`config.mk`:
```
export PLATFORM = sky130hd
export DESIGN_NAME = rule_edge_enumerator
export DESIGN_NICKNAME = d
export VERILOG_FILES = /design/src/rtl/core/rue_pkg.sv /design/src/rtl/core/rue_queue.sv /design/src/rtl/core/rue_engine.sv /design/src/rtl/core/rule_edge_enumerator.sv
export SDC_FILE = /design/constraint.sdc
export NUM_CORES = 1
export LEC_CHECK = 0
export BUFFER_PORTS_ARGS = -buffer_cell sky130_fd_sc_hd__clkbuf_2
export CORE_MARGIN = 2
export CORE_UTILIZATION = 58
export CTS_CLUSTER_SIZE = 24
export DETAILED_ROUTE_END_ITERATION = 6
export GPL_TIMING_DRIVEN = 0
export PLACE_DENSITY = 0.84
export SYNTH_ARGS = -nofsm -noshare
export SYNTH_HDL_FRONTEND = slang
export SYNTH_HIERARCHICAL = 1
export SYNTH_SLANG_ARGS = --single-unit
```
`constraint.sdc`:
```
create_clock -name clk -period 18.1 [get_ports clk]
set_input_delay 2.715 -clock clk [delete_from_list [all_inputs] [get_ports clk]]
set_output_delay 2.715 -clock clk [all_outputs]
set_load 0.03 [all_outputs]
```
`src/rtl/core/rue_pkg.sv`:
```
// Shared types and constants for the rule edge enumerator.
// Holds the configuration bundle, the request record and register indexes.
// No dependencies.
`default_nettype none

package rue_pkg;

	localparam int MASK_W    = 16;
	localparam int FCOUNT_W  = 5;
	localparam int RULE_W    = 8;
	localparam int CFG_IDX_W = 3;

	// configuration register indexes
	localparam logic [CFG_IDX_W-1:0] REG_COND_SET    = 3'd0;
	localparam logic [CFG_IDX_W-1:0] REG_COND_CLEAR  = 3'd1;
	localparam logic [CFG_IDX_W-1:0] REG_DECREASE    = 3'd2;
	localparam logic [CFG_IDX_W-1:0] REG_EFFECT_SET  = 3'd3;
	localparam logic [CFG_IDX_W-1:0] REG_EFFECT_KEEP = 3'd4;
	localparam logic [CFG_IDX_W-1:0] REG_EFFECT_FIX  = 3'd5;
	localparam logic [CFG_IDX_W-1:0] REG_FEAT_COUNT  = 3'd6;
	localparam logic [CFG_IDX_W-1:0] REG_RULE_NUM    = 3'd7;

	typedef struct packed {
		logic [MASK_W-1:0]   cond_set;
		logic [MASK_W-1:0]   cond_clear;
		logic [MASK_W-1:0]   decrease;
		logic [MASK_W-1:0]   eff_set;
		logic [MASK_W-1:0]   eff_keep;
		logic [MASK_W-1:0]   eff_fixed;
		logic [FCOUNT_W-1:0] feat_count;
		logic [RULE_W-1:0]   rule_num;
	} cfg_t;

	typedef struct packed {
		logic valid;
		logic restart;
	} req_t;

endpackage

`default_nettype wire

```
`src/rtl/core/rue_queue.sv`:
```
// Front end: accepts request beats and buffers them in a two-entry queue.
// Uses rue_pkg for the request record handed to the engine.
`default_nettype none

module rue_queue
	import rue_pkg::*;
(
	input  wire  clk,
	input  wire  arst_n,
	input  wire  in_valid,
	output logic in_stall,
	input  wire  restart,
	input  wire  pop,
	output req_t req
);

	logic [1:0] count_q;
	logic       wr_q;
	logic       rd_q;
	logic       ent_q [2];
	logic       push;

	assign in_stall    = (count_q == 2'd2);
	assign push        = in_valid && !in_stall;
	assign req.valid   = (count_q != 2'd0);
	assign req.restart = ent_q[rd_q];

	// advance pointers and occupancy
	always_ff @(posedge clk or negedge arst_n) begin
		if (!arst_n) begin
			count_q <= 2'd0;
			wr_q    <= 1'b0;
			rd_q    <= 1'b0;
		end else begin
			if (push)
				wr_q <= ~wr_q;
			if (pop)
				rd_q <= ~rd_q;
			if (push && !pop)
				count_q <= count_q + 2'd1;
			else if (pop && !push)
				count_q <= count_q - 2'd1;
		end
	end

	// store the request flag
	always_ff @(posedge clk) begin
		if (push)
			ent_q[wr_q] <= restart;
	end

endmodule

`default_nettype wire

```
`src/rtl/core/rue_engine.sv`:
```
// Back end: scans sources, walks the free-bit assignments and loads the result register.
// Uses rue_pkg for the configuration bundle and request record.
`default_nettype none

module rue_engine
	import rue_pkg::*;
#(
	parameter int VERTEX_BITS = 16
) (
	input  wire                clk,
	input  wire                arst_n,
	input  cfg_t               cfg,
	input  req_t               req,
	output logic               pop,
	output logic               out_valid,
	input  wire                out_stall,
	output logic [MASK_W-1:0]  source_vertex,
	output logic [MASK_W-1:0]  target_vertex,
	output logic [RULE_W-1:0]  edge_rule,
	output logic               done_res
);

	localparam int VW = (VERTEX_BITS < MASK_W) ? VERTEX_BITS : MASK_W;
	localparam int NW = $clog2(VW + 1);
	localparam int AW = $clog2(VW);

	localparam logic ST_IDLE = 1'b0;
	localparam logic ST_SCAN = 1'b1;

	logic          state_q;
	logic          run_q;
	logic [VW:0]   src_q;
	logic [VW-1:0] asg_q;
	logic          out_valid_q;
	logic          done_q;
	logic [MASK_W-1:0] src_o_q;
	logic [MASK_W-1:0] tgt_q;
	logic [RULE_W-1:0] rule_q;

	logic [NW-1:0] n_bits;
	logic [VW:0]   num_vert;
	logic [VW-1:0] vmask;
	logic [VW-1:0] need_one;
	logic [VW-1:0] need_zero;
	logic [VW-1:0] free_pos;
	logic [VW-1:0] src_v;
	logic [VW-1:0] dep;
	logic [VW-1:0] target;
	logic [AW-1:0] rank [VW];
	logic [NW-1:0] free_cnt;
	logic [VW:0]   asg_lim;
	logic          kept;
	logic          asg_ok;
	logic          asg_last;
	logic          scan_end;
	logic          hit;
	logic          can_load;
	logic          emit;

	// clamp the feature count and derive vertex masks
	assign n_bits   = (cfg.feat_count > FCOUNT_W'(VW)) ? NW'(VW) : cfg.feat_count[NW-1:0];
	assign num_vert = {{VW{1'b0}}, 1'b1} << n_bits;
	assign vmask    = num_vert[VW-1:0] - {{(VW-1){1'b0}}, 1'b1};

	assign src_v     = src_q[VW-1:0];
	assign need_one  = (cfg.cond_set[VW-1:0] | cfg.decrease[VW-1:0]) & vmask;
	assign need_zero = cfg.cond_clear[VW-1:0] & vmask;
	assign kept      = ((src_v & need_one) == need_one) && ((src_v & need_zero) == '0);

	// count of assignments is two to the number of free positions
	assign free_pos = ~cfg.eff_fixed[VW-1:0] & vmask;
	assign free_cnt = NW'($countones(free_pos));
	assign asg_lim  = {{VW{1'b0}}, 1'b1} << free_cnt;
	assign asg_ok   = ({1'b0, asg_q} < asg_lim);
	assign asg_last = (({1'b0, asg_q} + {{VW{1'b0}}, 1'b1}) >= asg_lim);

	// deposit the assignment bits into the free positions, lowest first
	always_comb begin
		for (int p = 0; p < VW; p++) begin
			rank[p] = AW'($countones(free_pos & ((VW'(1) << p) - VW'(1))));
			dep[p]  = free_pos[p] & asg_q[rank[p]];
		end
	end

	assign target = ((cfg.eff_set[VW-1:0] | (cfg.eff_keep[VW-1:0] & src_v))
		& cfg.eff_fixed[VW-1:0] & vmask) | dep;

	assign scan_end = !run_q || (src_q >= num_vert);
	assign hit      = kept && asg_ok;
	assign can_load = !out_valid_q || !out_stall;
	assign emit     = (state_q == ST_SCAN) && (scan_end || hit) && can_load;
	assign pop      = (state_q == ST_IDLE) && req.valid;

	// sequence the scan: take a request, step sources until an edge or the end
	always_ff @(posedge clk or negedge arst_n) begin
		if (!arst_n) begin
			state_q     <= ST_IDLE;
			run_q       <= 1'b0;
			src_q       <= '0;
			asg_q       <= '0;
			out_valid_q <= 1'b0;
		end else begin
			if (out_valid_q && !out_stall && !emit)
				out_valid_q <= 1'b0;
			unique case (state_q)
				ST_IDLE: begin
					if (req.valid) begin
						if (req.restart) begin
							src_q <= '0;
							asg_q <= '0;
							run_q <= 1'b1;
						end
						state_q <= ST_SCAN;
					end
				end
				ST_SCAN: begin
					if (scan_end) begin
						if (can_load) begin
							out_valid_q <= 1'b1;
							run_q       <= 1'b0;
							state_q     <= ST_IDLE;
						end
					end else if (hit) begin
						if (can_load) begin
							out_valid_q <= 1'b1;
							state_q     <= ST_IDLE;
							if (asg_last) begin
								src_q <= src_q + {{VW{1'b0}}, 1'b1};
								asg_q <= '0;
							end else begin
								asg_q <= asg_q + {{(VW-1){1'b0}}, 1'b1};
							end
						end
					end else begin
						src_q <= src_q + {{VW{1'b0}}, 1'b1};
						asg_q <= '0;
					end
				end
				default: state_q <= ST_IDLE;
			endcase
		end
	end

	// load the result payload; a done beat carries zero fields
	always_ff @(posedge clk) begin
		if (emit) begin
			done_q  <= scan_end;
			src_o_q <= scan_end ? '0 : MASK_W'(src_v);
			tgt_q   <= scan_end ? '0 : MASK_W'(target);
			rule_q  <= scan_end ? '0 : cfg.rule_num;
		end
	end

	assign out_valid     = out_valid_q;
	assign done_res      = done_q;
	assign source_vertex = src_o_q;
	assign target_vertex = tgt_q;
	assign edge_rule     = rule_q;

`ifndef SYNTH
	a_emit_loads: assert property (@(posedge clk) disable iff (!arst_n)
		emit |=> out_valid_q)
		else $error("result not presented after emit");

	a_done_zero: assert property (@(posedge clk) disable iff (!arst_n)
		(out_valid_q && done_q) |-> (src_o_q == '0 && tgt_q == '0 && rule_q == '0))
		else $error("done beat carries nonzero fields");

	a_scan_hold: assert property (@(posedge clk) disable iff (!arst_n)
		(state_q == ST_SCAN && !emit) |=> (state_q == ST_SCAN))
		else $error("scan left without a result");

	a_fixed_bits: assert property (@(posedge clk) disable iff (!arst_n)
		(out_valid_q && !done_q) |->
		((tgt_q[VW-1:0] & cfg.eff_fixed[VW-1:0] & vmask) ==
		 ((cfg.eff_set[VW-1:0] | (cfg.eff_keep[VW-1:0] & src_o_q[VW-1:0]))
		  & cfg.eff_fixed[VW-1:0] & vmask)))
		else $error("fixed target bits disagree with source");
`endif

endmodule

`default_nettype wire

```
`src/rtl/core/rule_edge_enumerator.sv`:
```
// Top level of the rule edge enumerator: configuration registers, request queue, scan engine.
// Depends on rue_pkg, rue_queue and rue_engine.
//
//   channel  signals                                  direction  handshake
//   in       in_valid, in_stall, restart              request    valid & !stall
//   out      out_valid, out_stall, source_vertex,     result     valid & !stall
//            target_vertex, edge_rule, done_res
//   cfg      cfg_valid, cfg_ready, cfg_index,         write      valid & ready
//            cfg_data
//
// A request leaves the queue when the idle engine pops it; the engine then tests one source
// per cycle, holding only while a found edge or done beat waits on a stalled result. A kept
// source gives the edge loaded into the result register; each rejected source is stepped past.
// Reset clears queue, engine state and output valid; registers take their reset values.
// The queue takes two requests while the engine scans or waits on a stalled result.
`default_nettype none

module rule_edge_enumerator
	import rue_pkg::*;
#(
	parameter int VERTEX_BITS = 16
) (
	input  wire                  clk,
	input  wire                  arst_n,
	input  wire                  in_valid,
	output logic                 in_stall,
	input  wire                  restart,
	output logic                 out_valid,
	input  wire                  out_stall,
	output logic [MASK_W-1:0]    source_vertex,
	output logic [MASK_W-1:0]    target_vertex,
	output logic [RULE_W-1:0]    edge_rule,
	output logic                 done_res,
	input  wire                  cfg_valid,
	output logic                 cfg_ready,
	input  wire  [CFG_IDX_W-1:0] cfg_index,
	input  wire  [MASK_W-1:0]    cfg_data
);

	cfg_t cfg_q;
	req_t req;
	logic pop;

	assign cfg_ready = 1'b1;

	// write configuration registers
	always_ff @(posedge clk or negedge arst_n) begin
		if (!arst_n) begin
			cfg_q <= '{'0, '0, '0, '0, '0, '0, FCOUNT_W'(1), '0};
		end else if (cfg_valid && cfg_ready) begin
			unique case (cfg_index)
				REG_COND_SET:    cfg_q.cond_set   <= cfg_data;
				REG_COND_CLEAR:  cfg_q.cond_clear <= cfg_data;
				REG_DECREASE:    cfg_q.decrease   <= cfg_data;
				REG_EFFECT_SET:  cfg_q.eff_set    <= cfg_data;
				REG_EFFECT_KEEP: cfg_q.eff_keep   <= cfg_data;
				REG_EFFECT_FIX:  cfg_q.eff_fixed  <= cfg_data;
				REG_FEAT_COUNT:  cfg_q.feat_count <= cfg_data[FCOUNT_W-1:0];
				REG_RULE_NUM:    cfg_q.rule_num   <= cfg_data[RULE_W-1:0];
				default: ;
			endcase
		end
	end

	rue_queue u_queue (
		.clk      (clk),
		.arst_n   (arst_n),
		.in_valid (in_valid),
		.in_stall (in_stall),
		.restart  (restart),
		.pop      (pop),
		.req      (req)
	);

	rue_engine #(
		.VERTEX_BITS (VERTEX_BITS)
	) u_engine (
		.clk           (clk),
		.arst_n        (arst_n),
		.cfg           (cfg_q),
		.req           (req),
		.pop           (pop),
		.out_valid     (out_valid),
		.out_stall     (out_stall),
		.source_vertex (source_vertex),
		.target_vertex (target_vertex),
		.edge_rule     (edge_rule),
		.done_res      (done_res)
	);

endmodule

`default_nettype wire
```
After elaboration in Yosys (flattened, before gate mapping)

Memory sizes are Yosys's and may differ from the RTL's.
Cells that the tools add are included.

Register bits after elaboration: 190
Bits in writable memories: 2
Memories kept: 1
Logic and storage cells: 226
Output and inout port bits: 44
Input port bits: 25

Reductions and logical operators: 35
Bitwise operators: 31
Add/sub/neg operators: 38
Muxes and demuxes: 64
Order comparisons: 19
Equality and inequality tests: 16
Shifts and indexed selects: 2

Memory list:

| memory        | words | bits a word | rd ports | clocked after Yosys merged registers in | wr ports | line            | source |
|---|---|---|---|---|---|---|---|
| u_queue.ent_q | 2     | 1           | 1        | 0                                       | 1        | rue_queue.sv:20 | `logic ent_q [2];` |

Operators with widths:

| operator                                                    | number |
|---|---|
| AND 16 bit                                                  | 8 |
| two-way mux 17 bit                                          | 6 |
| two-way mux 16 bit                                          | 6 |
| less-than comparator 4 x 5 -> 1 bit (second input constant) | 14 |
| binary-select mux 1 bit (select 4 bit)                      | 14 |
| OR 16 bit                                                   | 3 |
| adder 4 bit                                                 | 10 |
| greater-or-equal comparator 17 bit                          | 2 |
| case mux 17 bit (2 select lines)                            | 1 |
| left shift 1 x 5 -> 17 bit (first input constant)           | 2 |
| case mux 16 bit (2 select lines)                            | 1 |
| two-way mux 1 bit                                           | 31 |
| adder 4 x 1 -> 4 bit                                        | 7 |
| adder 5 bit                                                 | 4 |
| adder 16 x 1 -> 17 bit (second input constant)              | 1 |
| adder 17 x 1 -> 17 bit (second input constant)              | 1 |
| less-than comparator 16 x 17 -> 1 bit                       | 1 |
| adder 1 x 1 -> 2 bit                                        | 8 |
| adder 16 x 1 -> 16 bit (second input constant)              | 1 |
| AND 1 bit                                                   | 16 |
| equality test 16 bit                                        | 1 |
| zero test 16 bit                                            | 1 |
| NOT 16 bit                                                  | 1 |
| AND reduction 2 bit                                         | 8 |
| other kinds (24)                                            | 57 |

Logic depth before layout (Yosys ltp)

Gate-level depths: netlist of run 1.

Word-level depth: 22
Gate-level depth with buffers: 36
Depth with buffers taken out: 31

By module

The synthesis of run 1 kept the hierarchy.

Modules (own cells, without submodules):

| module               | area an instance (sq um) | cells each | seq. area each (sq um) | instances |
|---|---|---|---|---|
| rue_engine           | 8,881.0                  | 924        | 2,132.0                | 1 |
| rule_edge_enumerator | 4,209.0                  | 241        | 2,728.9                | 1 |
| rue_queue            | 286.5                    | 22         | 160.2                  | 1 |

Worst setup path after synthesis of run 1

Ideal clock, no wire load.

Kind: reg2reg
Start point: reg cfg_q[8] (netlist bit)
End point: reg u_engine.done_q (netlist: u_engine/done_res), enable pin
Data required time: 17,661 ps
Slack: 8,623 ps
Setup time: 439 ps
Buffers on the path: 4
Arrival: 9,038 ps
Cell stages (with the launch flop): 34
Period minus slack after synthesis: 9,477 ps
Cells stage by stage: dfstp_2 buf_2 nor2b_1 nand2_1 ha_1 buf_2 a22o_1 a22oi_1 nor2_1 ha_1 inv_1 fa_1 inv_1 ha_1 fa_1 inv_1 fa_1 inv_1 ha_1 inv_1 fa_1 xnor2_1 and3_1 nand3_1 ha_1 a211oi_1 nor2_1 nor4_1 a221o_1 and4_4 buf_6 buf_6 a21oi_1 nor2_1

Cells in the longest elaborated chain, start to end: 15
Elaborated cells between the ends (all ways): 35
Those cells by class: 16 x add/sub; 3 x order compare; 1 x eq/ne; 2 x shift; 1 x mux; 5 x bitwise; 7 x reduce/logical

RTL lines:

| what                                                            | line                       | source |
|---|---|---|
| start: declaration                                              | rule_edge_enumerator.sv:40 | `cfg_t cfg_q;` |
| start signal: assignment                                        | rule_edge_enumerator.sv:49 | `cfg_q <= '{'0, '0, '0, '0, '0, '0, FCOUNT_W'(1), '0};` |
| greater-than comparator 5 bit                                   | rue_engine.sv:61           | `assign n_bits = (cfg.feat_count > FCOUNT_W'(VW)) ? NW'(VW) : cfg.feat_count[NW-1:0];` |
| two-way mux 5 bit (*)                                           | rue_engine.sv:61           |  |
| left shift 1 x 5 -> 17 bit (*)                                  | rue_engine.sv:62           | `assign num_vert = {{VW{1'b0}}, 1'b1} << n_bits;` |
| subtractor 16 x 1 -> 16 bit                                     | rue_engine.sv:63           | `assign vmask = num_vert[VW-1:0] - {{(VW-1){1'b0}}, 1'b1};` |
| AND 16 bit                                                      | rue_engine.sv:71           | `assign free_pos = ~cfg.eff_fixed[VW-1:0] & vmask;` |
| adder 1 x 1 -> 2 bit (implied by the code)                      | rue_engine.sv:72           | `assign free_cnt = NW'($countones(free_pos));` |
| adder 5 bit (implied by the code), or another cell as far along | rue_engine.sv:72           |  |
| adder 5 bit (on tied branches)                                  | n/a                        |  |
| adder 5 bit (implied by the code)                               | rue_engine.sv:72           |  |
| left shift 1 x 5 -> 17 bit                                      | rue_engine.sv:73           | `assign asg_lim = {{VW{1'b0}}, 1'b1} << free_cnt;` |
| less-than comparator 16 x 17 -> 1 bit                           | rue_engine.sv:74           | `assign asg_ok = ({1'b0, asg_q} < asg_lim);` |
| logical AND 1 bit                                               | rue_engine.sv:89           | `assign hit = kept && asg_ok;` |
| logical OR 1 bit (*)                                            | rue_engine.sv:91           | `assign emit = (state_q == ST_SCAN) && (scan_end \|\| hit) && can_load;` |
| logical AND 1 bit (*) (2 in a row)                              | rue_engine.sv:91           |  |
| end signal: assignment                                          | rue_engine.sv:147          | `done_q <= scan_end;` |
| end: declaration                                                | rue_engine.sv:35           | `logic done_q;` |

Every way passes the cells marked *; elsewhere a longest branch is shown, timed or not.
A chain may end at the register's enable or synchronous reset.

Worst setup path in the final report of run 1

Start point: reg cfg_q[9] (netlist bit)
End point: reg u_engine.tgt_q[8] (netlist: u_engine/target_vertex[8]), enable pin

Cells in the longest elaborated chain, start to end: 15
Elaborated cells between the ends (all ways): 35
Those cells by class: 16 x add/sub; 3 x order compare; 1 x eq/ne; 2 x shift; 1 x mux; 5 x bitwise; 7 x reduce/logical

RTL lines:

| what                                                            | line              | source |
|---|---|---|
| greater-than comparator 5 bit                                   | rue_engine.sv:61  |  |
| two-way mux 5 bit (*)                                           | rue_engine.sv:61  |  |
| left shift 1 x 5 -> 17 bit (*)                                  | rue_engine.sv:62  |  |
| subtractor 16 x 1 -> 16 bit                                     | rue_engine.sv:63  |  |
| AND 16 bit                                                      | rue_engine.sv:71  |  |
| adder 1 x 1 -> 2 bit (implied by the code)                      | rue_engine.sv:72  |  |
| adder 5 bit (implied by the code), or another cell as far along | rue_engine.sv:72  |  |
| adder 5 bit (on tied branches)                                  | n/a               |  |
| adder 5 bit (implied by the code)                               | rue_engine.sv:72  |  |
| left shift 1 x 5 -> 17 bit                                      | rue_engine.sv:73  |  |
| less-than comparator 16 x 17 -> 1 bit                           | rue_engine.sv:74  |  |
| logical AND 1 bit                                               | rue_engine.sv:89  |  |
| logical OR 1 bit (*)                                            | rue_engine.sv:91  |  |
| logical AND 1 bit (*) (2 in a row)                              | rue_engine.sv:91  |  |
| end signal: assignment                                          | rue_engine.sv:149 | `tgt_q <= scan_end ? '0 : MASK_W'(target);` |
| end: declaration                                                | rue_engine.sv:37  | `logic [MASK_W-1:0] tgt_q;` |

Marked as above.

==> impl_metrics.csv, run 1 <==
group,metric,value,unit
outcome,outcome,"completed",
sta,fin_worst_skew,0.0178,ns
die,die_area,24300,um2
finish,layout_common_cells,"dfrtp_1, mux2_2, ha_1",
detailed_routing,vias,10500,
clock_network,clockRootBuffer,"clkbuf_16",
sta,max_freq,101,MHz
die,die_y,156,um
clock_network,clockBufferDepth,2,
sta,setup_violations,0,
min_path,hp-class,"flip-flop to flip-flop",
detailed_routing,dr.first_iter.drc_count,1181,
clock_network,clk_latency,0.45,ns
clock_network,htree_levels,4,
sta,maxSlewViolCount,0,
worst_setup_path,cp-start-kind,"flip-flop",
global_route,grt_overflow,0,
sta,tns,0,ns
logic_synthesis,synth_seq_cells,192,
global_route,grt_pass1_wl,57000,um
finish,nNetsFinal,1415,
logic_synthesis,syn_area,13400,um2
logic_synthesis,seq_area_frac_synth,37.5,%
logic_synthesis,syn_nets,1331,
run,drv_cap,0,
detailed_routing,drc,0,
placed_design,gp_congestion,0.935,
worst_setup_path,max_stage_delay,1.00,ns
clock_network,cts_tree,"done",
detailed_routing,final_antenna_net_count,0,
clock_network,cts_resized,0,
sta,hold_viol_final,0,
detailed_routing,dr.pass1.iters,7,
finish,drive_gt1_share,25.7,%
sta,min_period_over_period,54.5,%
clock_network,cts_hold_buf,0,
logic_synthesis,yosys_warnings,6,
worst_setup_path,required,18.23,ns
die,row_count,55,
logic_synthesis,netlist_instances,1187,
detailed_routing,via_per_inst,6.66,
clock_network,clock_sinks,192,
die,ios,69,
logic_synthesis,yosysUniqueCellTypes,84,
logic_synthesis,synth_area_per_cell,11.3,um2
logic_synthesis,async_reset_ff_share,77.6,%
finish,final_common_cell,"dfrtp_1",
finish,synthToLayoutAreaGrowth,9.98,%
detailed_routing,wl,36400,um
global_route,grt_pass1_vias,10500,
worst_setup_path,crit_slowest_cell,"fa_1",
finish,antenna_cells,0,
global_route,antenna_found_initial,1,
die,initial_core_util,59.1,%
logic_synthesis,synth-main-ff-cell,"dfrtp_1",
global_route,grt_max_degree,88,
placed_design,dp_hpwl,26700,um
die,core_area,22600,um2
die,fp.dieW,156,um
worst_setup_path,crit_path_max_fanout,31,
sta,min_period,9.87,ns
placed_design,io_buffers,63,
sta,maxSlewHeadroom,19.8,%
detailed_routing,wl_per_cell,23.2,um
clock_network,cts_buffers,17,
clock_network,cts_setup_buffers,0,
global_route,grtUsageTotal,30.6,%
sta,tightest_slew,1.20,ns
logic_synthesis,synth_edf_count,43,
sta,hold_slack,0.487,ns
sta,rsz0062_at_grt,"no",
worst_setup_path,critPathCaptureType,"flip-flop",
clock_network,path_clk_slew,0.07,ns
worst_setup_path,crit_arrival,10.00,ns
worst_setup_path,critPathKind,"flip-flop to flip-flop",
[final timing paths]
path,start,endpoint,slack (ns),cells after the start
worst max-delay path,cfg_q[9]$_DFFE_PN0P_,u_engine/target_vertex[8]$_SDFFCE_PP0N_,8.23,35
worst min register to register,u_queue/rd_q$_DFFE_PN0P_,u_queue/rd_q$_DFFE_PN0P_,0.49,1
worst min-delay path,u_queue/rd_q$_DFFE_PN0P_,u_queue/rd_q$_DFFE_PN0P_,0.49,1
min in group asynchronous,arst_n,u_engine/asg_q[0]$_DFFE_PN0P_,2.25,1
worst max register to register,cfg_q[9]$_DFFE_PN0P_,u_engine/target_vertex[8]$_SDFFCE_PP0N_,8.23,35
max in group asynchronous,arst_n,cfg_q[107]$_DFFE_PN0P_,15.00,2
[layer usage]
metal	GRT usage [%]	vias to the layer above	wire, um
met5	0	-	0
met2	48.6	614	17100
met1	42.0	5177	14400
li1	-	4559	-
met4	10.5	0	1120
met3	6.58	104	3720
[cells in the mapped netlist, types with 19 or more instances]
library cell    n  area [um2]
fa_1           25         500
inv_1          80         300
nor2_1         77         289
o21ai_0        29         145
mux2_2        107        1200
nand2_1        65         244
mux4_2         51        1150
clkbuf_1       29         109
nand3_1        32         160
dfrtp_1       148        3700
and2_1         20         125
ha_1           94        1180
nor3_1         27         135
nor2b_1        19         119
edfxtp_1       43        1290
a21oi_1        46         230
[stage by stage]
| step | setup WS (ns) | instance area [um2] | util, % | std cells |
|---|---|---|---|---|
| global route | 7.79 | 14700 | 65.0 | 1569 |
| global placement | 6.41 | 14000 | 62.1 | 1535 |
| finish | 8.23 | 14700 | 65.0 | 1569 |
| floorplan | 8.62 | 13400 | - | 1187 |
| detailed placement | 8.49 | 14100 | 62.3 | 1537 |
| CTS | 8.45 | 14700 | 65.0 | 1569 |
[logic make-up (layout without fill, tap and decap cells)]
family,count (synthesis),count (layout),synth area share [%]
xor gates and xnor gates,32,32,2.31
AOI/OAI and AO/OA,200,200,10.5
muxes,183,183,19.8
other,1,1,0.0280
buffers and inverters,143,240,4.87
and+or+nand+nor,316,316,12.3
DFF,192,192,37.5
adders and majority gates,120,120,12.6
[area by class of cell]
cell class / count / area, um2
Multi-Input combinational cell: 852 / 7710
Buffer: 62 / 348
Sequential cell: 192 / 5020
Clock buffer: 17 / 425
Inverter: 81 / 304
Tap cell: 285 / 357
Clock inverter: 15 / 174
Timing Repair Buffer: 65 / 372
Fill cell: 1664 / 7930
[worst max-delay path: cells and delay by family (launching register included)]
kind | cells | cell delay (ns)
AOI/OAI and AO/OA | 5 | 1.15
xor gates and xnor gates | 1 | 0.48
adders and majority gates | 9 | 3.66
buffers and inverters | 11 | 1.69
DFF | 1 | 0.45
and+or+nand+nor | 9 | 2.07
[flip-flops by register name (all words and copies together), names as in the netlist]
name / cells
cfg_q: 109
u_engine/asg_q: 16
u_engine/done_res: 1
u_engine/edge_rule: 8
u_engine/out_valid: 1
u_engine/run_q: 1
u_engine/source_vertex: 16
u_engine/src_q: 17
u_engine/state_q: 1
u_engine/target_vertex: 16
u_queue/count_q: 2
u_queue/ent_q: 2
u_queue/rd_q: 1
u_queue/wr_q: 1
Power of run 1 is left out: the tool's default activity adds up to more than one toggle a clock period on the data nets, which glitch-free logic cannot reach.
==> inputs of run 2 (changes only) <==
--- a/config.mk
+++ b/config.mk
@@ -5,13 +5,14 @@
 export SDC_FILE = /design/constraint.sdc
 export NUM_CORES = 1
 export LEC_CHECK = 0
+export ABC_AREA = 1
 export BUFFER_PORTS_ARGS = -buffer_cell sky130_fd_sc_hd__clkbuf_2
 export CORE_MARGIN = 2
-export CORE_UTILIZATION = 58
+export CORE_UTILIZATION = 57
 export CTS_CLUSTER_SIZE = 24
 export DETAILED_ROUTE_END_ITERATION = 6
 export GPL_TIMING_DRIVEN = 0
-export PLACE_DENSITY = 0.84
+export PLACE_DENSITY = 0.86
 export SYNTH_ARGS = -nofsm -noshare
 export SYNTH_HDL_FRONTEND = slang
 export SYNTH_HIERARCHICAL = 1
==> constraint.sdc (replaced) <==
create_clock -name clk -period 8.9 [get_ports clk]
set_input_delay 1.335 -clock clk [delete_from_list [all_inputs] [get_ports clk]]
set_output_delay 1.335 -clock clk [all_outputs]
set_load 0.03 [all_outputs]
==> impl_metrics.csv, run 2 <==
group,metric,value,unit
global_route,grt_max_degree,80,
sta,maxSlewHeadroom,40.5,%
clock_network,clockBufferDepth,2,
placed_design,io_buffers,62,
logic_synthesis,synthTopCellsByCount,"nand2_1, inv_1, dfrtp_1",
logic_synthesis,netlist_instances,1885,
finish,top_regs,"cfg_q: 109 flops, u_engine/src_q: 17 flops",
finish,fillers,2064,
detailed_routing,dr.first_iter.drc_count,1552,
die,die_y,161,um
logic_synthesis,syn_area,14100,um2
sta,setup_violations,0,
logic_synthesis,yosysUniqueCellTypes,60,
logic_synthesis,synth-main-ff-cell,"dfrtp_1",
worst_setup_path,critPathKind,"flip-flop to flip-flop",
sta,maxSlewViolCount,0,
detailed_routing,drc,12,
die,initial_core_util,58.0,%
detailed_routing,via_per_inst,6.04,
clock_network,path_clk_slew,0.08,ns
run,drv_cap,0,
placed_design,placedCellCount,2273,
logic_synthesis,async_reset_ff_share,77.6,%
clock_network,cts_buffers,17,
worst_setup_path,cp-start-kind,"flip-flop",
detailed_routing,wl_per_cell,19.1,um
die,row_count,57,
worst_setup_path,r2r_start,"cfg_q[12]$_DFFE_PN0P_",
logic_synthesis,synth_largest_area_cell,"dfrtp_1",
finish,synthToLayoutAreaGrowth,10.7,%
min_path,hold_start,"cfg_q[67]$_DFFE_PN0P_",
worst_setup_path,critPathCaptureType,"flip-flop",
sta,fin_ws,0.484,ns
finish,drive_gt1_share,10.4,%
global_route,grt_overflow,0,
sta,min_period,8.42,ns
logic_synthesis,yosys_warnings,6,
placed_design,post-place-ws,-0.558,ns
logic_synthesis,synth_seq_cells,192,
finish,layout_common_cells,"nand2_1, inv_1, dfrtp_1",
clock_network,clk_latency,0.46,ns
sta,tns,0,ns
worst_setup_path,max_stage_delay,0.63,ns
sta,max_freq,119,MHz
worst_setup_path,crit_slowest_cell,"fa_2",
die,die_area,26000,um2
clock_network,cts_tree,"done",
worst_setup_path,crit_path_max_fanout,28,
finish,antenna_cells,0,
outcome,violations,"DRC",
die,ios,69,
placed_design,gp_congestion,1.00,
logic_synthesis,seq_area_frac_synth,35.6,%
logic_synthesis,synth.area.top_cells,"dfrtp_1, nand2_1, edfxtp_1, ha_1, inv_1",
min_path,min_path_cells,2,
worst_setup_path,crit_arrival,8.56,ns
logic_synthesis,syn_nets,2029,
logic_synthesis,synth_most_common_cell,"nand2_1",
die,fp.dieW,161,um
global_route,grt_pass1_vias,13100,
clock_network,clock_sinks,192,
logic_synthesis,synth_area_per_cell,7.48,um2
clock_network,clockRootBuffer,"clkbuf_16",
global_route,antenna_found_initial,0,
sta,hold_viol_final,0,
sta,min_period_over_period,94.6,%
logic_synthesis,synth_edf_count,43,
detailed_routing,wl,44200,um
global_route,grt_pass1_wl,70100,um
finish,nNetsFinal,2123,
worst_setup_path,worstRegToRegCells,37,
finish,final_util,64.2,%
finish,largest_register_ffs,109,
worst_setup_path,required,9.05,ns
finish,final_common_cell,"nand2_1",
worst_setup_path,timing.rr.end,"u_engine/target_vertex[6]$_SDFFCE_PP0N_",
clock_network,htree_levels,4,
sta,tightest_slew,0.893,ns
outcome,outcome,"finished with violations",
detailed_routing,vias,14000,
sta,fin_worst_skew,0.0233,ns
min_path,hold_path_end,"cfg_q[67]$_DFFE_PN0P_",
detailed_routing,final_antenna_net_count,0,
finish,top_register,"cfg_q",
worst_setup_path,regToRegSetupSlack,0.48,ns
min_path,hp-class,"flip-flop to flip-flop",
detailed_routing,dr.pass1.iters,7,
placed_design,dp_hpwl,32700,um
finish,final_cells,2316,
global_route,grtUsageTotal,34.6,%
logic_synthesis,yosys.area.top_type_share,26.3,%
die,core_area,24300,um2
## run 2: kinds of logic (layout without fill, tap and decap cells)
family                     after synthesis  in the layout  share of synthesized area [%]
buffers and inverters                  288            395                           8.13
adders and majority gates              119            119                           11.9
AOI/OAI and AO/OA                      304            304                           12.1
xor gates and xnor gates                41             41                           2.55
and+or+nand+nor                        938            938                           29.5
DFF                                    192            192                           35.6
other                                    1              1                         0.0266
muxes                                    2              2                          0.151
## run 2: cell type report
cell class              instances  area [um2]  area share, %
clock inverters                14         183           1.17
plain buffers                  78         358           2.29
clock buffers                  18         439           2.81
multi-input cells            1405        7960           51.0
flip-flops and latches        192        5020           32.2
inverters                     210         792           5.08
well taps                     324         405           2.60
repair buffers                 75         449           2.88
## run 2: worst max-delay path by stage
stage | startpoint | endpoint | slack [ns] | cells after the start
2_1_floorplan | cfg_q[8]$_DFFE_PN1P_ | u_engine/done_res$_DFFE_PN_ | 0.55 | 35
3_3_place_gp | cfg_q[12]$_DFFE_PN0P_ | u_engine/target_vertex[6]$_SDFFCE_PP0N_ | -1.69 | 36
3_5_place_dp | cfg_q[12]$_DFFE_PN0P_ | u_engine/target_vertex[6]$_SDFFCE_PP0N_ | -0.56 | 41
4_1_cts | cfg_q[12]$_DFFE_PN0P_ | u_engine/edge_rule[5]$_SDFFCE_PP0N_ | 0.04 | 37
5_1_grt | cfg_q[12]$_DFFE_PN0P_ | u_engine/target_vertex[4]$_SDFFCE_PP0N_ | -0.02 | 42
6_report | cfg_q[12]$_DFFE_PN0P_ | u_engine/target_vertex[6]$_SDFFCE_PP0N_ | 0.48 | 37
## run 2: repair_timing
item	CTS	global route
hold buffers	0	0
buffers inserted	2	9
gates resized for setup	1	7
endpoints found under the setup margin	46	75
pin swaps	1	2
## run 2: critical path: cells and delay by family, from the launching register on
| family | cells | cell delay [ns] |
|---|---|---|
| AOI/OAI and AO/OA | 3 | 0.49 |
| buffers and inverters | 10 | 1.39 |
| and+or+nand+nor | 15 | 2.02 |
| adders and majority gates | 9 | 3.84 |
| DFF | 1 | 0.35 |
## run 2: metal layers
layer  global-route usage, %  wire [um]
met5                       0          0
met4                    18.4       2490
met3                    8.09       5330
met2                    52.9      19400
met1                    46.0      17000
## run 2: per-stage QoR
step	hold WS (ns)	instance area [um2]
after global placement	0.448	14800
after CTS	0.472	15500
after floorplan	0.434	14100
after global routing	0.493	15600
final	0.472	15600
after detailed placement	0.455	14900
Power of run 2 is left out for the same reason.
==> inputs of run 3 (changes only) <==
--- a/config.mk
+++ b/config.mk
@@ -8,11 +8,11 @@
 export ABC_AREA = 1
 export BUFFER_PORTS_ARGS = -buffer_cell sky130_fd_sc_hd__clkbuf_2
 export CORE_MARGIN = 2
-export CORE_UTILIZATION = 57
-export CTS_CLUSTER_SIZE = 24
+export CORE_UTILIZATION = 58
+export CTS_CLUSTER_SIZE = 8
 export DETAILED_ROUTE_END_ITERATION = 6
 export GPL_TIMING_DRIVEN = 0
-export PLACE_DENSITY = 0.86
+export PLACE_DENSITY = 0.84
 export SYNTH_ARGS = -nofsm -noshare
 export SYNTH_HDL_FRONTEND = slang
 export SYNTH_HIERARCHICAL = 1
==> constraint.sdc (replaced) <==
create_clock -name clk -period 10.3 [get_ports clk]
set_input_delay 1.545 -clock clk [delete_from_list [all_inputs] [get_ports clk]]
set_output_delay 1.545 -clock clk [all_outputs]
set_load 0.03 [all_outputs]
==> impl_metrics.csv, run 3 (synthesis results as in run 2) <==
group,metric,value,unit
outcome,outcome,"finished with violations",
outcome,violations,"DRC",
global_route,grt_pass1_vias,13000,
worst_setup_path,cp-startpoint,"cfg_q[12]$_DFFE_PN0P_",
worst_setup_path,crit_slowest_cell,"fa_1",
worst_setup_path,critPathKind,"flip-flop to flip-flop",
die,ios,69,
detailed_routing,wl_per_cell,19.0,um
detailed_routing,final_antenna_net_count,0,
worst_setup_path,required,10.44,ns
worst_setup_path,r2r_start,"cfg_q[12]$_DFFE_PN0P_",
clock_network,cts_setup_buffers,0,
finish,drive_gt1_share,9.49,%
sta,rsz0062_at_grt,"no",
detailed_routing,dr.first_iter.drc_count,1459,
worst_setup_path,crit_path_max_fanout,28,
worst_setup_path,worstRegToRegCells,41,
worst_setup_path,crit_path_frequent_cell,"inv_1",
clock_network,cts_tree,"done",
worst_setup_path,timing.rr.end,"u_engine/target_vertex[4]$_SDFFCE_PP0N_",
clock_network,cts_resized,0,
finish,final_common_cell,"nand2_1",
global_route,antenna_found_initial,0,
placed_design,gp_congestion,0.995,
worst_setup_path,endpoint,"u_engine/target_vertex[4]$_SDFFCE_PP0N_",
clock_network,cts_buffers,17,
clock_network,path_clk_slew,0.09,ns
sta,maxSlewHeadroom,36.6,%
sta,max_freq,104,MHz
sta,setup_violations,0,
sta,min_period,9.66,ns
clock_network,clockRootBuffer,"clkbuf_16",
worst_setup_path,regToRegSetupSlack,0.64,ns
die,initial_core_util,58.5,%
die,fp.dieW,160,um
placed_design,dp_hpwl,33000,um
die,die_y,160,um
clock_network,clk_latency,0.45,ns
detailed_routing,vias,13900,
global_route,grt_pass1_wl,68700,um
clock_network,clockBufferDepth,2,
clock_network,cts_hold_buf,0,
worst_setup_path,max_stage_delay,0.94,ns
global_route,grt_max_degree,93,
detailed_routing,dr.pass1.iters,7,
global_route,grtUsageTotal,34.2,%
clock_network,htree_levels,4,
finish,largest_register_ffs,109,
worst_setup_path,critPathCaptureType,"flip-flop",
sta,hold_slack,0.471,ns
run,drv_cap,0,
finish,layout_common_cells,"nand2_1, inv_1, dfrtp_1",
sta,min_period_over_period,93.8,%
die,core_area,24100,um2
sta,fin_worst_skew,0.0196,ns
detailed_routing,drc,1,
sta,tns,0,ns
sta,tightest_slew,0.951,ns
finish,synthToLayoutAreaGrowth,10.1,%
finish,fillers,2134,
sta,hold_viol_final,0,
worst_setup_path,crit_arrival,9.80,ns
placed_design,place_area,14900,um2
placed_design,io_buffers,62,
finish,antenna_cells,0,
worst_setup_path,cp-start-kind,"flip-flop",
sta,maxSlewViolCount,0,
finish,top_register,"cfg_q",
global_route,grt_overflow,0,
detailed_routing,via_per_inst,6.02,
min_path,min_path_cells,2,
clock_network,clock_sinks,192,
finish,final_area,15500,um2
die,die_area,25600,um2
detailed_routing,wl,43800,um
finish,top_regs,"cfg_q: 109 flops, u_engine/src_q: 17 flops",
die,row_count,57,
finish,nNetsFinal,2112,
min_path,hp-class,"flip-flop to flip-flop",
-- run 3: cell types whose count changed in the layout (fill, tap and decap cells not counted), sizes merged --
cell,delta
buf,-11
clkbuf,-1
clkinv,-2
clkinvlp,-1
inv,+4
-- run 3: routing by layer --
layer	vias to the layer above	track usage, %	share of wire (%)
met5	-	0	0
met4	0	17.4	5.2
met3	166	6.62	12
met2	851	52.7	44
met1	6424	46.2	40
li1	6433	-	-
-- run 3: metrics by stage --
step	util [%]	std cells	worst slack, ns
after floorplan	-	1885	1.12
after global placement	61.4	2271	-1.72
after detailed placement	61.7	2273	0.795
after CTS	64.4	2305	0.769
after global routing	64.4	2305	0.0631
final	64.4	2305	0.642
-- run 3: worst min-delay path by stage --
stage	to	start	slack, ns
6_report	cfg_q[103]$_DFFE_PN0P_	cfg_q[103]$_DFFE_PN0P_	0.47
5_1_grt	cfg_q[89]$_DFFE_PN0P_	cfg_q[89]$_DFFE_PN0P_	0.50
4_1_cts	cfg_q[103]$_DFFE_PN0P_	cfg_q[103]$_DFFE_PN0P_	0.47
3_5_place_dp	cfg_q[107]$_DFFE_PN0P_	cfg_q[107]$_DFFE_PN0P_	0.45
3_3_place_gp	cfg_q[99]$_DFFE_PN0P_	cfg_q[99]$_DFFE_PN0P_	0.45
2_1_floorplan	cfg_q[103]$_DFFE_PN0P_	cfg_q[103]$_DFFE_PN0P_	0.43
-- run 3: critical path: cells and delay by family (launching register included) --
| family | cells | cell delay (ns) |
|---|---|---|
| AO/OA/AOI/OAI | 6 | 1.57 |
| adder cells (fa/ha/maj) | 9 | 3.53 |
| buffers and inverters | 12 | 1.69 |
| flip-flops | 1 | 0.39 |
| AND/OR/NAND/NOR | 14 | 2.14 |
-- run 3: area by class of cell --
type	count	area (um2)	area share, %
Clock buffer	17	425	2.74
Inverter	210	788	5.08
Buffer	78	358	2.31
Timing Repair Buffer	64	367	2.36
Tap cell	324	405	2.61
Clock inverter	15	211	1.36
Sequential cell	192	5020	32.4
Multi-Input combinational cell	1405	7940	51.2
Power of run 3 is left out for the same reason.
